File: src/sv/mch64_pkg.sv
// ---------------------------------------------------------------------------
// mch64_pkg
// constants and types shared by the 64-bit machine code hash block
// ---------------------------------------------------------------------------
package mch64_pkg;

  // per-character mixing constants
  localparam logic [7:0] XOR_ADD   = 8'h0a;
  localparam logic [7:0] SUM_MASK  = 8'h7e;
  localparam logic [7:0] QUAD_MASK = 8'h4e;

  // modulo-6 counter length; the counter wraps after MOD6_TOP
  localparam int unsigned MOD6_LEN = 6;
  localparam logic [2:0]  MOD6_TOP = 3'(MOD6_LEN - 1);

  // cleared value of the quadratic accumulator
  localparam logic [7:0] QUAD_INIT = 8'h01;

  localparam int unsigned CODE_W = 64;

  // accumulator and counter set
  typedef struct packed {
    logic [7:0] acc_xor;
    logic [7:0] acc_sum;
    logic [7:0] acc_neg;
    logic [7:0] acc_rotl;
    logic [7:0] acc_rotr;
    logic [7:0] acc_quad;
    logic [7:0] acc_mass;
    logic [7:0] acc_other;
    logic [7:0] position;
    logic [2:0] position_mod6;
  } hash_state_t;

  localparam hash_state_t STATE_CLEAR = '{
    acc_xor:       8'h00,
    acc_sum:       8'h00,
    acc_neg:       8'h00,
    acc_rotl:      8'h00,
    acc_rotr:      8'h00,
    acc_quad:      QUAD_INIT,
    acc_mass:      8'h00,
    acc_other:     8'h00,
    position:      8'h00,
    position_mod6: 3'd0
  };

endpackage

File: src/sv/machine_code_hash64.sv
// ---------------------------------------------------------------------------
// machine_code_hash64
// streaming 64-bit hash over a string, one character per beat
// ---------------------------------------------------------------------------
// usage
//   slave side: one character per beat in s_tdata[7:0]; s_tuser marks the
//   first character of a string (accumulators and counters are cleared
//   before it is absorbed), s_tlast marks the final character
//   master side: one 64-bit code beat per string, sent after the beat that
//   carried s_tlast; bytes msb first are rotr, quad, sum, rotl, mass, xor,
//   other, neg
// throughput and latency
//   one character per clock while s_tready is high; the whole accumulator
//   update is a single combinational pass (two 8x8 multipliers in parallel
//   feed the mass and other terms) written straight into the state registers
//   the code appears on m_tvalid in the cycle after the last beat is taken
// stall behavior
//   the code sits in an output register; s_tready stays high while that
//   register is empty or being drained in the same cycle, so a held result
//   stalls the input only while m_tready is low
// reset
//   rst (synchronous, active high) clears the accumulators to their string
//   start values and drops m_tvalid; the first string after reset, even
//   without a first mark, starts from those same values
// ---------------------------------------------------------------------------
module machine_code_hash64 (
  input  logic        clk,
  input  logic        rst,
  // slave side
  input  logic        s_tvalid,
  output logic        s_tready,
  input  logic [7:0]  s_tdata,   // [7:0] ch
  input  logic        s_tuser,   // [0] first
  input  logic        s_tlast,   // last character of the string
  // master side
  output logic        m_tvalid,
  input  logic        m_tready,
  output logic [63:0] m_tdata    // [7:0] neg, [15:8] other, [23:16] xor,
                                 // [31:24] mass, [39:32] rotl, [47:40] sum,
                                 // [55:48] quad, [63:56] rotr
);

  mch64_pkg::hash_state_t st;       // registered accumulators
  mch64_pkg::hash_state_t base;     // state after optional clear
  mch64_pkg::hash_state_t st_next;

  logic        s_beat;
  logic [7:0]  ch;
  logic [4:0]  rot_amt;
  logic [63:0] ch_dbl;
  logic [63:0] rotl_wide;
  logic [63:0] rotr_wide;
  logic [15:0] ch_sq;
  logic [15:0] mass_prod;
  logic [15:0] other_prod;

  assign s_tready = !m_tvalid || m_tready;
  assign s_beat   = s_tvalid && s_tready;
  assign ch       = s_tdata;

  // first mark restarts the string
  assign base = s_tuser ? mch64_pkg::STATE_CLEAR : st;

  // 32-bit rotations of the zero-extended character by position mod 32
  assign rot_amt   = base.position[4:0];
  assign ch_dbl    = {24'h0, ch, 24'h0, ch};
  assign rotl_wide = ch_dbl >> (6'd32 - {1'b0, rot_amt});
  assign rotr_wide = ch_dbl >> {1'b0, rot_amt};
  assign ch_sq     = ch * ch;

  always_comb begin
    st_next = base;
    st_next.acc_xor  = base.acc_xor ^ (ch + mch64_pkg::XOR_ADD);
    st_next.acc_sum  = base.acc_sum + (ch & mch64_pkg::SUM_MASK);
    st_next.acc_neg  = base.acc_neg - ch;
    st_next.acc_rotl = base.acc_rotl + rotl_wide[7:0];
    st_next.acc_rotr = base.acc_rotr + rotr_wide[7:0];
    st_next.acc_quad = base.acc_quad + ch_sq[7:0] + {ch[6:0], 1'b0} + ch
                       - base.position;
    // both products use the freshly updated accumulators
    mass_prod  = st_next.acc_rotl * st_next.acc_rotr;
    other_prod = st_next.acc_neg * st_next.acc_sum;
    st_next.acc_mass = base.acc_mass + ch + (st_next.acc_sum ^ st_next.acc_xor)
                       + mass_prod[7:0];
    st_next.acc_other = base.acc_other + other_prod[7:0]
                        + {st_next.acc_mass[6:0], 1'b0}
                        + {5'h0, base.position_mod6}
                        + (st_next.acc_quad & mch64_pkg::QUAD_MASK);
    st_next.position = base.position + 8'd1;
    st_next.position_mod6 = (base.position_mod6 >= mch64_pkg::MOD6_TOP) ? 3'd0
                            : base.position_mod6 + 3'd1;
  end

  always_ff @(posedge clk) begin
    if (rst) begin
      st <= mch64_pkg::STATE_CLEAR;
    end else if (s_beat) begin
      st <= st_next;
    end
  end

  // output register
  always_ff @(posedge clk) begin
    if (rst) begin
      m_tvalid <= 1'b0;
    end else if (s_beat && s_tlast) begin
      m_tvalid <= 1'b1;
    end else if (m_tready) begin
      m_tvalid <= 1'b0;
    end
  end

  always_ff @(posedge clk) begin
    if (s_beat && s_tlast) begin
      m_tdata <= {st_next.acc_rotr, st_next.acc_quad, st_next.acc_sum,
                  st_next.acc_rotl, st_next.acc_mass, st_next.acc_xor,
                  st_next.acc_other, st_next.acc_neg};
    end
  end

  // checks
  a_mod6_range: assert property (@(posedge clk) disable iff (rst)
    st.position_mod6 <= mch64_pkg::MOD6_TOP)
    else $error("mod6 counter out of range");

  a_last_gives_code: assert property (@(posedge clk) disable iff (rst)
    s_beat && s_tlast |=> m_tvalid)
    else $error("last beat produced no code");

  a_first_restarts: assert property (@(posedge clk) disable iff (rst)
    s_beat && s_tuser |=> st.position == 8'd1 && st.position_mod6 == 3'd1)
    else $error("first beat did not restart counters");

  a_position_steps: assert property (@(posedge clk) disable iff (rst)
    s_beat && !s_tuser |=> st.position == $past(st.position) + 8'd1)
    else $error("position did not advance");

  a_idle_holds: assert property (@(posedge clk) disable iff (rst)
    !s_beat |=> st == $past(st))
    else $error("state changed without a beat");

endmodule
File: config.mk
export PLATFORM = sky130hd
export DESIGN_NAME = machine_code_hash64
export DESIGN_NICKNAME = d
export VERILOG_FILES = /design/src/sv/mch64_pkg.sv /design/src/sv/machine_code_hash64.sv
export SDC_FILE = /design/constraint.sdc
export NUM_CORES = 1
export LEC_CHECK = 0
export BUFFER_PORTS_ARGS = -buffer_cell sky130_fd_sc_hd__buf_2
export CELL_PAD_IN_SITES_DETAIL_PLACEMENT = 0
export CELL_PAD_IN_SITES_GLOBAL_PLACEMENT = 1
export CORE_UTILIZATION = 52
export DETAILED_ROUTE_END_ITERATION = 8
export PLACE_DENSITY_LB_ADDON = 0.3
export SYNTH_ARGS = -nofsm -noshare
export SYNTH_HDL_FRONTEND = slang
export SYNTH_SLANG_ARGS = --single-unit
export TNS_END_PERCENT = 5
File: constraint.sdc
create_clock -name clk -period 21.7 [get_ports clk]
set_input_delay 4.34 -clock clk [delete_from_list [all_inputs] [get_ports clk]]
set_output_delay 4.34 -clock clk [all_outputs]
set_load 0.02 [all_outputs]
# Yosys cells after proc, flatten, opt, wreduce, memory -nomap -nowiden
# Cells that the tools add are included.
# op_classes
magnitude_cmp	1
n_bitwise	2
multipliers	3
mux	4
reduce_logical	5
shift	2
n_addsub	19
# op_table
operator	n
adder 8 bit	10
two-way mux 75 bit	1
right shift 40 x 5 -> 8 bit	1
right shift 40 x 6 -> 8 bit	1
multiplier 8 x 8 -> 8 bit	3
adder 8 x 7 -> 8 bit	2
subtractor 8 bit	2
XOR 8 bit	2
adder 8 x 1 -> 8 bit (second input constant)	1
adder 8 x 3 -> 8 bit	1
adder 8 x 4 -> 8 bit (second input constant)	1
subtractor 6 x 5 -> 6 bit (first input constant)	1
adder 3 x 1 -> 3 bit (second input constant)	1
greater-or-equal comparator 3 bit (second input constant)	1
two-way mux 3 bit	1
logical AND 1 bit	2
two-way mux 1 bit	2
nonzero test 2 bit	1
zero test 1 bit	1
logical OR 1 bit	1
# totals
ff_bits	140
elab_cells	48
input_bits	14

# Logic depth before layout (Yosys ltp)
# logic_depth
ltp_word	9
depth_mapped	43
ltp_nobuf	42

# Worst setup path after synthesis
# No wires, ideal clock.
# synth_path
path_kind	input to register
from	input s_tuser
to	register st[18] (netlist bit)
arrival_time_ps	13499
setup_ps	115
slack_ps	8087
path_stages	41
path_cell_list	nor2b_1 > buf_2 > clkinv_2 > ha_1 > nand3b_1 > or4_1 > o211ai_2 > and2_1 > a32oi_1 > o21ai_0 > ha_1 > a21o_1 > a21oi_1 > o211ai_1 > xor2_1 > nand2_1 > fa_1 > fa_1 > (+5 left out) > inv_1 > ha_1 > xnor2_1 > inv_1 > fa_1 > inv_1 > fa_1 > inv_1 > fa_1 > xor2_1 > xnor2_1 > xnor2_1 > xnor2_1 > xnor2_1 > xnor3_1 > xnor3_1 > xnor2_1 > o21a_1
# synth_lines
element	line	rtl
from (decl)	machine_code_hash64.sv:33	input logic s_tuser,
to (signal assigned)	machine_code_hash64.sv:96	st <= mch64_pkg::STATE_CLEAR;
to (signal assigned)	machine_code_hash64.sv:98	st <= st_next;
to (decl)	machine_code_hash64.sv:43	mch64_pkg::hash_state_t st;

==> metrics.md <==
| Metric | Value |
|---|---|
| RSZ-0062 raised after global routing | `no` |
| Ys flop type | `dfxtp_1` |
| Layout Nets | `1516` |
| CP startpoint | `s_tuser` |
| Placeable core region | `21900 µm²` |
| M3 GR Usage | `0.0488` |
| Share of layout cells above drive strength 1 | `0.115` |
| CTS tree | `built` |
| Maximum clock path buffer count | `2` |
| Setup TNS | `0 ns` |
| Slew headroom | `0.329` |
| Root Buffer | `clkbuf_16` |
| Sequential share of the synthesized area | `0.297` |
| Crit path required time | `22.03 ns` |
| Number of diodes | `0` |
| Max-cap violations | `0` |
| Slew @ Worst Pin | `1.00 ns` |
| Die Wd | `151 µm` |
| Mean Syn Cell Area | `9.29 µm²` |
| Vias | `8623` |
| Kind of end point of the critical path | `register` |
| Synthesized netlist cell count | `1250` |
| GR peak layer | `met2` |
| Total CTS buffers | `17` |
| Met1 GRT Util | `0.383` |
| Hold_sp | `st[38]` |
| Setup CP Type | `in -> reg` |
| EDFF count, synth | `64` |
| Mapped cell area | `11600 µm²` |
| Die height | `151 µm` |
| #FFs+latches synth | `140` |
| Worst hold path type | `reg -> reg` |
| Resize count post-CTS | `0` |
| Vias in the first global route | `8507` |
| Pre-CTS setup slack | `6.26 ns` |
| Std-Cell Rows | `54` |
| Final ANT Viol Nets | `0` |
| Worst Setup Slack, final | `6.67 ns` |
| First-pass GRT wire length | `45700 µm` |
| Crit Path Max Fanout | `30` |
| DR WL/cell | `17.7 µm` |
| CTS sink cnt | `140` |
| Outcome | `complete, no violations` |
| Worst R2R Setup Slack | `10.32 ns` |
| GP Congestion | `0.872` |
| Tcrit/Tclk final | `0.693` |
| Crit path time final | `15.03 ns` |
| R2r startpoint | `st[3]` |
| Clock Skews | `0.0121 ns` |
| Hold Path Cell Cnt | `2` |
| Finish-stage setup viols | `0` |
| Critical Path Slowest Stage Cell | `nor2b_1` |
| Async SR Flop Fraction | `0` |
| Cell mode on critical path | `fa_1` |
| H-tree depth | `4` |
| Largest net degree at the start of global routing | `77` |
| Startpoint type of the worst setup path | `primary input` |
| Initial Util | `0.530` |
| DR iter-0 viols | `544` |
| Worst skew pair latency | `0.44 ns` |
| Total track usage | `0.267` |
| Final hold viol count | `0` |
| Slowest cell delay on critical path | `0.86 ns` |
| Worst Path Arrival | `15.36 ns` |
| Most common cell in the netlist | `nand2_1` |
| Final WL | `28300 µm` |
| Yosys cell types | `73` |
| Pre-Repair DR Iteration Count | `5` |
| YS warnings | `0` |
| Clock slew at reported path FFs | `0.06 ns` |
| Total grt overflow | `0` |
| Reg2Reg Depth | `38` |
| Final HPWL DP | `20100 µm` |
| Hold_buf cts | `0` |
| Final Max Slew Viols | `0` |
| Post-synth top area share | `0.166` |
| Area delta synth->final | `10.2%` |
| Commonest cells post-synth | `nand2_1 (180), inv_1 (163), ha_1 (103)` |
| Initial antenna violation count | `0` |
| Max Fclk | `66.5 MHz` |
| Top-Level Pins | `80` |
| PortBufs | `79` |
| Syn nets | `1458` |
| Synth area leaders | `edfxtp_1 (17%), fa_1 (16%), dfxtp_1 (13%)` |
| Drt via density | `5.39` |
| Setup Buffers After CTS | `0` |
| DR DRC count | `0` |
| Die area | `22900 µm²` |
| Cell type with the largest total area after synthesis | `edfxtp_1` |
| M2 GR Usage | `0.409` |
metal layers:
metal / share of wire / up-vias / wire length (µm)
li1: - / 4171 / -
met1: 0.47 / 4173 / 13300
met2: 0.46 / 238 / 12900
met3: 0.054 / 41 / 1540
met4: 0.019 / 0 / 528
met5: 0 / - / 0
cell usage in the layout, fill, tap and decap left out, types with 58 or more instances in the layout:
cell type | Yosys | routed
fa_1 | 91 | 91
inv_1 | 163 | 162
edfxtp_1 | 64 | 64
nand2_1 | 180 | 179
dfxtp_1 | 76 | 76
nor2_1 | 78 | 78
a21oi_1 | 98 | 98
ha_1 | 103 | 103
xnor2_1 | 75 | 75
nor2b_1 | 58 | 58
buf_2 | 6 | 79
metrics by stage:
step                      hold WS (ns)   util  instance area [µm²]  cells
after floorplan                  0.421      -                11600   1250
after global placement           0.432  0.558                12200   1569
after detailed placement         0.434  0.558                12200   1569
after CTS                        0.451  0.585                12800   1601
after global routing             0.469  0.585                12800   1601
final                            0.449  0.585                12800   1601
worst paths after layout:
| check | endpoint |
|---|---|
| max | st[18] |
| min | st[38] |
| max reg2reg | st[18] |
| min reg2reg | st[38] |
kinds of logic (layout without fill, tap and decap cells):
group	after synthesis	count (layout)	synth area share
AOI/OAI and AO/OA	192	192	0.103
xor gates and xnor gates	104	104	0.0914
adders and majority gates	194	194	0.268
buffers and inverters	215	286	0.0720
DFF	140	140	0.297
muxes	14	14	0.0134
and+or+nand+nor	391	391	0.156
critical path: cells and delay by family:
family	cells	cell delay (ns)
compound gates	7	1.65
fa+ha+maj	11	4.89
mux	1	0.32
buf+inv	8	0.99
simple gates	2	0.99
xor+xnor	10	2.16
registers in the layout (all words and copies together), names as in the netlist:
name	count
m_tvalid	1
st	75
m_tdata	64
final cells by class:
cell class / instances / area (µm²)
well taps: 280 / 350
inverters: 165 / 626
multi-input cells: 895 / 7340
clock buffers: 19 / 443
fillers: 1979 / 9090
repair buffers: 89 / 470
clock inverters: 13 / 130
flip-flops and latches: 140 / 3440
Power is left out: the tool's default activity adds up to more than one toggle a clock period on the data nets, which glitch-free logic cannot reach.
